File: config.mk
export PLATFORM = sky130hd
export DESIGN_NAME = vrp_div_chain
export DESIGN_NICKNAME = d
export VERILOG_FILES = /design/src/rtl/core/vrp_pkg.sv /design/src/rtl/core/vrp_div_cell.sv /design/src/rtl/core/vrp_div_chain.sv
export SDC_FILE = /design/constraint.sdc
export NUM_CORES = 2
export LEC_CHECK = 0
export ABC_AREA = 0
export BUFFER_PORTS_ARGS = -buffer_cell sky130_fd_sc_hd__buf_2
export CAP_MARGIN = 20
export CORE_ASPECT_RATIO = 2
export CORE_UTILIZATION = 50
export CTS_BUF_LIST = sky130_fd_sc_hd__clkbuf_4
export DETAILED_ROUTE_END_ITERATION = 8
export PLACE_DENSITY_LB_ADDON = 0.08
export SYNTH_ARGS = -nofsm -noshare
export SYNTH_HDL_FRONTEND = slang
export SYNTH_SLANG_ARGS = --single-unit
File: constraint.sdc
create_clock -name clk -period 3.7 [get_ports clk]
set_input_delay 0.37 -clock clk [delete_from_list [all_inputs] [get_ports clk]]
set_output_delay 0.37 -clock clk [all_outputs]
set_load 0.01 [all_outputs]
File: src/rtl/core/vrp_pkg.sv
package vrp_pkg;

	localparam int SINE_TABLE_BITS = 10;
	localparam int FRACTION_BITS   = 12;

	// config port
	localparam int CFG_IDX_W  = 3;
	localparam int CFG_DATA_W = 16;

	typedef enum logic [CFG_IDX_W-1:0] {
		CFG_ANGLE    = 3'd0,
		CFG_ASPECT   = 3'd1,
		CFG_CAM_DIST = 3'd2,
		CFG_SCALE    = 3'd3,
		CFG_CENTER_X = 3'd4,
		CFG_CENTER_Y = 3'd5
	} cfg_idx_t;

	localparam logic [15:0] RST_ANGLE    = 16'd0;
	localparam logic [14:0] RST_ASPECT   = 15'd4096;
	localparam logic [14:0] RST_CAM_DIST = 15'd16384;
	localparam logic [11:0] RST_SCALE    = 12'd300;
	localparam logic [11:0] RST_CENTER_X = 12'd320;
	localparam logic [11:0] RST_CENTER_Y = 12'd240;

	localparam logic [63:0] PI_HALF_Q30 = 64'd1686629713;
	localparam logic [63:0] Q30_ONE     = 64'd1 << 30;

	// near clamp, 0.001 in Q3.12
	localparam logic [17:0] ZMIN_Q12 = 18'd4;
	localparam logic signed [15:0] DEPTH_BIAS = 16'sd2048;
	// v/20 = (v * DIV20_MUL) >> DIV20_SHIFT, low by at most one
	localparam logic [18:0] DIV20_MUL   = 19'd419430;
	localparam int          DIV20_SHIFT = 23;
	localparam logic [17:0] DIV20_DEN   = 18'd20;
	localparam logic [17:0] DIV20_TIE   = 18'd10;

	// quotient bits kept by the divider chains; one more cell flags overflow
	localparam int QUOT_BITS = 24;
	localparam logic [23:0] SAT24 = 24'hFF_FFFF;
	// numerators already doubled for round-to-nearest
	localparam logic [29:0] RECIP_ONE_NUM = 30'd1 << 29;
	localparam logic [33:0] RECIP_SCL_NUM = 34'(64'd6553 << 21);
	localparam logic [7:0]  ALPHA_OPAQUE  = 8'hFF;

	typedef struct packed {
		logic signed [15:0] pos_x;
		logic signed [15:0] pos_y;
		logic signed [15:0] pos_z;
		logic [7:0]         color_r;
		logic [7:0]         color_g;
		logic [7:0]         color_b;
	} vrp_in_t;

	typedef struct packed {
		logic signed [15:0] screen_x;
		logic signed [15:0] screen_y;
		logic signed [15:0] depth_value;
		logic [23:0]        inverse_depth;
		logic [23:0]        scaled_inverse_depth;
		logic [7:0]         out_r;
		logic [7:0]         out_g;
		logic [7:0]         out_b;
		logic [7:0]         out_alpha;
	} vrp_out_t;

	// quarter-wave sine entry, Q30 Taylor series, rounded to fb fraction bits
	function automatic logic [63:0] rom_entry(input int unsigned i, input int unsigned tb,
			input int unsigned fb);
		logic [63:0] n;
		logic [63:0] x;
		logic [63:0] x2;
		logic [63:0] t;
		logic [63:0] s;
		n  = 64'd1 << tb;
		x  = (PI_HALF_Q30 * 64'(i) + (n >> 1)) >> tb;
		x2 = (x * x) >> 30;
		t  = Q30_ONE;
		t  = Q30_ONE - ((x2 * t) >> 30) / 64'd156;
		t  = Q30_ONE - ((x2 * t) >> 30) / 64'd110;
		t  = Q30_ONE - ((x2 * t) >> 30) / 64'd72;
		t  = Q30_ONE - ((x2 * t) >> 30) / 64'd42;
		t  = Q30_ONE - ((x2 * t) >> 30) / 64'd20;
		t  = Q30_ONE - ((x2 * t) >> 30) / 64'd6;
		s  = (x * t) >> 30;
		return (s + (64'd1 << (29 - fb))) >> (30 - fb);
	endfunction

	function automatic logic signed [15:0] sat16(input logic signed [26:0] v);
		if (v > 27'sd32767) begin
			return 16'sh7FFF;
		end else if (v < -27'sd32768) begin
			return 16'sh8000;
		end
		return v[15:0];
	endfunction

endpackage

File: src/rtl/core/vrp_div_cell.sv
module vrp_div_cell #(
	parameter int NW = 36,
	parameter int DW = 19,
	parameter int SH = 0,
	parameter int QW = 25,
	parameter int SW = 1
) (
	input  logic          clk,
	input  logic          en,
	input  logic [NW-1:0] rem_i,
	input  logic [DW-1:0] den_i,
	input  logic [QW-1:0] quo_i,
	input  logic [SW-1:0] side_i,
	output logic [NW-1:0] rem_q,
	output logic [DW-1:0] den_q,
	output logic [QW-1:0] quo_q,
	output logic [SW-1:0] side_q
);
	localparam int CW = ((NW > DW + SH) ? NW : DW + SH) + 1;

	logic [CW-1:0] rem_w;
	logic [CW-1:0] den_w;
	logic [CW-1:0] diff;
	logic          ge;
	logic [QW-1:0] quo_nxt;

	// one restoring step: try the divisor at weight 2^SH
	always_comb begin
		rem_w   = CW'(rem_i);
		den_w   = CW'(den_i) << SH;
		ge      = rem_w >= den_w;
		diff    = rem_w - den_w;
		quo_nxt = quo_i;
		quo_nxt[SH] = ge;
	end

	always_ff @(posedge clk) begin
		if (en) begin
			rem_q  <= ge ? diff[NW-1:0] : rem_i;
			den_q  <= den_i;
			quo_q  <= quo_nxt;
			side_q <= side_i;
		end
	end
endmodule

File: src/rtl/core/vrp_div_chain.sv
module vrp_div_chain #(
	parameter int NW = 36,
	parameter int DW = 19,
	parameter int QB = vrp_pkg::QUOT_BITS,
	parameter int SW = 1
) (
	input  logic          clk,
	input  logic          en,
	input  logic [NW-1:0] num,
	input  logic [DW-1:0] den,
	input  logic [SW-1:0] side_i,
	output logic [QB:0]   quo,
	output logic [SW-1:0] side_o
);
	// QB+1 cells, top cell flags a quotient that does not fit in QB bits
	logic [NW-1:0] rem_w  [0:QB+1];
	logic [DW-1:0] den_w  [0:QB+1];
	logic [QB:0]   quo_w  [0:QB+1];
	logic [SW-1:0] side_w [0:QB+1];

	assign rem_w[0]  = num;
	assign den_w[0]  = den;
	assign quo_w[0]  = '0;
	assign side_w[0] = side_i;

	for (genvar g = 0; g <= QB; g++) begin : g_cell
		vrp_div_cell #(
			.NW(NW), .DW(DW), .SH(QB - g), .QW(QB + 1), .SW(SW)
		) u_cell (
			.clk    (clk),
			.en     (en),
			.rem_i  (rem_w[g]),
			.den_i  (den_w[g]),
			.quo_i  (quo_w[g]),
			.side_i (side_w[g]),
			.rem_q  (rem_w[g+1]),
			.den_q  (den_w[g+1]),
			.quo_q  (quo_w[g+1]),
			.side_q (side_w[g+1])
		);
	end

	assign quo    = quo_w[QB+1];
	assign side_o = side_w[QB+1];
endmodule

## Yosys cells after proc, flatten, opt, wreduce, memory -nomap -nowiden

Index checks and enable logic that the tools add are counted.

- Order comparisons: 25
- Muxes and demuxes: 24
- $add $sub $neg: 24

Operators by type and width:

| operator | count |
|---|---|
| 36-bit 2-to-1 mux | 24 |
| 36-bit subtractor | 8 |
| 36-bit by 43-bit >= comparator with 1-bit output | 1 |
| 36-bit by 42-bit >= comparator with 1-bit output | 1 |
| 36-bit by 41-bit >= comparator with 1-bit output | 1 |
| 36-bit by 40-bit >= comparator with 1-bit output | 1 |
| 36-bit by 39-bit >= comparator with 1-bit output | 1 |
| 36-bit by 38-bit >= comparator with 1-bit output | 1 |
| 36-bit by 37-bit >= comparator with 1-bit output | 1 |
| 36-bit by 19-bit >= comparator with 1-bit output | 1 |
| 36-bit by 20-bit >= comparator with 1-bit output | 1 |
| 36-bit by 21-bit >= comparator with 1-bit output | 1 |
| 36-bit by 22-bit >= comparator with 1-bit output | 1 |
| 36-bit by 23-bit >= comparator with 1-bit output | 1 |
| 36-bit by 24-bit >= comparator with 1-bit output | 1 |
| 36-bit by 25-bit >= comparator with 1-bit output | 1 |
| 36-bit by 26-bit >= comparator with 1-bit output | 1 |
| 36-bit by 27-bit >= comparator with 1-bit output | 1 |
| 36-bit by 28-bit >= comparator with 1-bit output | 1 |
| 36-bit by 29-bit >= comparator with 1-bit output | 1 |
| 36-bit by 30-bit >= comparator with 1-bit output | 1 |
| 36-bit by 31-bit >= comparator with 1-bit output | 1 |
| 36-bit by 32-bit >= comparator with 1-bit output | 1 |
| 36-bit by 33-bit >= comparator with 1-bit output | 1 |
| other kinds (19) | 19 |

- Output and inout bits: 26
- Flip-flop bits (word level): 1670
- Word-level logic and storage cells: 171

## Logic depth before layout (Yosys ltp)

- Word-level depth: 2
- Depth in mapped cells: 16
- Depth with buffers taken out: 14

## Modules after synthesis

From an unflattened synthesis, not the netlist that was laid out.

- Cell total of the unflattened synthesis: 7406
- Area total of the unflattened synthesis: 97701.2 um^2

By module, submodules not included:

| module | cells each | seq. area each (um^2) | instances | area an instance (um^2) |
|---|---|---|---|---|
| vrp_div_cell at g_cell[23].u_cell | 353 | 2432.3 | 1 | 4431.8 |
| vrp_div_cell at g_cell[24].u_cell | 365 | 2432.3 | 1 | 4240.3 |
| vrp_div_cell at g_cell[22].u_cell | 339 | 2432.3 | 1 | 4130.2 |
| vrp_div_cell at g_cell[9].u_cell | 305 | 2432.3 | 1 | 4106.4 |
| vrp_div_cell at g_cell[21].u_cell | 328 | 2432.3 | 1 | 4091.4 |
| vrp_div_cell at g_cell[18].u_cell | 327 | 2432.3 | 1 | 4078.9 |
| vrp_div_cell at g_cell[20].u_cell | 337 | 2432.3 | 1 | 4075.2 |
| vrp_div_cell at g_cell[17].u_cell | 331 | 2432.3 | 1 | 4051.4 |
| vrp_div_cell at g_cell[19].u_cell | 331 | 2432.3 | 1 | 4031.4 |
| vrp_div_cell at g_cell[13].u_cell | 313 | 2432.3 | 1 | 3991.3 |
| vrp_div_cell at g_cell[14].u_cell | 310 | 2432.3 | 1 | 3968.8 |
| vrp_div_cell at g_cell[7].u_cell | 296 | 2432.3 | 1 | 3961.3 |
| vrp_div_cell at g_cell[16].u_cell | 326 | 2432.3 | 1 | 3960.0 |
| vrp_div_cell at g_cell[10].u_cell | 311 | 2432.3 | 1 | 3947.5 |
| 12 more rows | -- | -- | -- | -- |

## Least setup slack after synthesis

Ideal clock, no wire load.

- Path type: register to register
- Start point: register g_cell[5].u_cell.den_q[1]
- End point: register g_cell[6].u_cell.rem_q[33], data pin
- Path buffers: 2
- Cell stages (with the launch flop): 14
- Clock period less this slack: 3154 ps
- Path slack: 546 ps
- Arrival time: 2894 ps
- Setup time: 260 ps
- Path through: edfxtp_1 -> inv_1 -> ha_1 -> nor2b_1 -> o31a_1 -> o41ai_2 -> a31oi_1 -> a22oi_2 -> a21oi_1 -> a21oi_2 -> a211o_1 -> buf_6 -> buf_8 -> mux2_2

- Longest elaborated chain between the ends: 2

Ends and longest elaborated chain:

| element | RTL line | RTL |
|---|---|---|
| start, declared | vrp_div_cell.sv:15 | `output logic [DW-1:0] den_q,` |
| start signal, assigned | vrp_div_cell.sv:40 | `den_q <= den_i;` |
| 36-bit subtractor / 36-bit by 37-bit >= comparator with 1-bit output (equally long branches) | vrp_div_cell.sv:32, vrp_div_cell.sv:31 |  |
| 36-bit 2-to-1 mux * | vrp_div_cell.sv:39 | `rem_q <= ge ? diff[NW-1:0] : rem_i;` |
| end signal, assigned | vrp_div_cell.sv:39 |  |
| end, declared | vrp_div_cell.sv:14 | `output logic [NW-1:0] rem_q,` |

Every way passes the cells marked *; elsewhere a longest branch is shown, timed or not.
A chain may end at the register's enable or synchronous reset.

## Final worst setup path

- Start point: register g_cell[12].u_cell.den_q[10]
- End point: register g_cell[13].u_cell.rem_q[14], data pin

- Longest elaborated chain between the ends: 2

Ends and longest elaborated chain:

| element | RTL line | RTL |
|---|---|---|
| start, declared | vrp_div_cell.sv:15 |  |
| start signal, assigned | vrp_div_cell.sv:40 |  |
| 36-bit by 30-bit >= comparator with 1-bit output | vrp_div_cell.sv:31 | `ge = rem_w >= den_w;` |
| 36-bit 2-to-1 mux | vrp_div_cell.sv:39 |  |
| end signal, assigned | vrp_div_cell.sv:39 |  |
| end, declared | vrp_div_cell.sv:14 |  |

Every way passes these cells.

==> qor.csv <==
metric,value,unit
Num CTS Buffers,383,
RR Startpoint,g_cell[12].u_cell.den_q[10],
Detailed Place HPWL,166000,um
Avg Inst Size Synth,12.8,um2
gp weighted congestion,0.973,
drt via density,5.61,
initial antenna violation count,10,
Synth cell types,108,
Die Y,569,um
endpoint class of the critical path,register,
Worst Setup SP,g_cell[12].u_cell.den_q[10],
worst vdd ir,0.349,mV
number of synthesized register bits,1670,
Critical Path Fanout Max,22,
total power,60600,uW
Hold Crit Start,num[32],
Worst Skew,119,ps
drt initial violations,2446,
Post-synth EDFFs,1670,
f_max,0.278,GHz
Area after DPL,85700,um2
Die Width,285,um
area share of the largest cell type after synthesis,62.5,%
total gr overflow,0,
Rel. slew slack,28.7,%
Clock transition at path regs,70,ps
die area,162000,um2
Main synth FF type,edfxtp_1,
final slew viol count,0,
1st-pass router iterations,7,
final hold violations,0,
Core Rows,207,
syn_nets,6783,
share of cells above drive strength 1,16.8,%
Via Count,52900,
largest net degree at the start of global routing,125,
Leak,0.0360,uW
DP Worst Slack,-432,ps
Ports,84,
PnR worst setup slack,105,ps
Synth Instances,6254,
post-route cell area,91900,um2
# port buffers,83,
number of max-cap violations,0,
YS warnings,0,
biggest area consumer among synthesized cells,edfxtp_1,
"Seq/Total Area, Yosys",62.5,%
post-layout min period,3600,ps
Root Driver,clkbuf_4,
crit path launch type,register,
Initial Util,50.4,%
WS Path Type,reg -> reg,
Post-Syn Area,80300,um2
power density over the cells,659,nW/um2
CTS tree,done,
Core Box Area,159000,um2
GR Util All Layers,26.8,%
setup violators final,0,
Syn-to-layout area delta,14.4,%
wire per inst,23.0,um
latest clock arrival within the worst-skew pair,1180,ps
first-pass GRT wire length,321000,um
fin crit share,97.2,%
worst min path class,in -> reg,
Area contributors post-synth,"edfxtp_1 (62%), ha_1 (7.0%), inv_1 (2.8%)",
status,completed,
Num Clock Sinks,1670,
DRT antenna net count,0,
# DRC,0,
Worst-Margin Slew,1060,ps
maximum clock path buffer count,4,
vias in the first global route,57300,
Nets,7593,
CP Data Required Time,4580,ps
CTS H-tree depth,5,
critical path arrival,4480,ps
Synth async-reset ratio,0,%
WL final,217000,um
## synthesized netlist by cell type, drive strengths merged (66+ instances only)
cell type / count
a21o: 149
a21oi: 353
edfxtp: 1670
ha: 447
inv: 605
mux2: 121
nand2: 451
nand2b: 78
nand3: 78
nor2: 339
nor2b: 66
nor3: 125
nor4: 97
o21ai: 394
xnor2: 244
xor2: 204
## cells by family (layout without fill, tap and decap cells)
group	after synthesis	in the layout	share of synthesized area [%]
flops	1670	1670	62.5
simple gates	1522	1522	9.46
compound gates	1308	1308	10.3
buf+inv	692	1770	3.34
fa+ha+maj	471	471	7.56
xor+xnor	448	448	4.89
mux	143	143	1.98
other cells	0	11	0
## flip-flops by register name, indices dropped and copies added, names as in the netlist
register              flops
g_cell.u_cell.rem_q     864
g_cell.u_cell.side_q     25
g_cell.u_cell.den_q     456
g_cell.u_cell.quo_q     325
## critical path: stages (launching register included)
cell	delay (ps)
edfxtp_1	380
inv_1	60
ha_1	360
inv_1	140
or4_1	570
nor3_2	280
nand4_1	140
buf_4	210
a2111o_1	460
nand3_2	120
buf_12	190
mux2_2	360
## what timing repair did
action	in CTS	in global routing
hold endpoints to repair	636	0
setup endpoints to repair	79	137
buffers inserted	3	10
resized for setup	17	47
pin swaps	3	10
hold buffers	107	0
## power by group
part	total, uW	switching (uW)	internal, uW
Sequential	26800	1910	24900
Clock	14400	7330	7060
Combinational	19400	11100	8270
## per-stage QoR
stage / TNS, ps / instances / hold slack (ps) / util, %
final: 0 / 9433 / 178 / 57.7
after global routing: -14.4 / 9429 / 97.5 / 57.7
after CTS: 0 / 9412 / 40.4 / 57.5
after detailed placement: -10240 / 8649 / 405 / 53.8
after global placement: -10600 / 8648 / 400 / 53.8
after floorplan: 0 / 6254 / 400 / -
## metal layers
layer	track usage, %	wire length, um	part of all wire, %
met1	17.1	54300	25
met2	57.2	132000	61
met3	4.21	6550	3.0
met4	26.6	24300	11
met5	0	34	0.016
## layout by cell type (no fill, tap or decap), types with 19 or more instances in the layout
cell type and count:
a21oi_1 333, a21boi_0 19, nor2b_1 64, nand2_1 451
and2_1 23, dlygate4sd3_1 107, buf_12 34, o21ai_0 380
nand3_1 75, a21o_1 148, clkinv_1 86, mux2i_1 22
o31ai_1 45, and3_1 28, xnor2_1 244, nor4_1 86
o21a_1 58, xor2_1 204, a31o_2 19, a211oi_1 31
edfxtp_1 1670, nand4_1 58, nor2_1 338, mux2_2 114
o211ai_1 27, nand2b_1 78, buf_4 288, nor3_1 117
o21bai_1 32, ha_1 447, fa_1 24, clkbuf_4 525
a31oi_1 29, or2_2 23, buf_2 83, inv_1 603
clkinv_2 22, or4_1 30, or3_1 31
## cell type report
cell class	count	area [um2]
Fill cell	13400	67400
Sequential cell	1670	50100
Multi-Input combinational cell	3892	27800
Timing Repair Buffer	512	4330
Clock buffer	525	3940
Tap cell	2090	2620
Inverter	605	2270
Clock inverter	128	719
Antenna cell	11	27.5
## final timing paths
path | cells after the start | slack [ps] | end
max | 11 | 100 | g_cell[13].u_cell.rem_q[14]
min | 3 | 180 | g_cell[0].u_cell.rem_q[32]
max reg2reg | 11 | 100 | g_cell[13].u_cell.rem_q[14]
min reg2reg | 0 | 330 | g_cell[6].u_cell.quo_q[24]
Note: power is estimated with default switching activity, not from simulation.
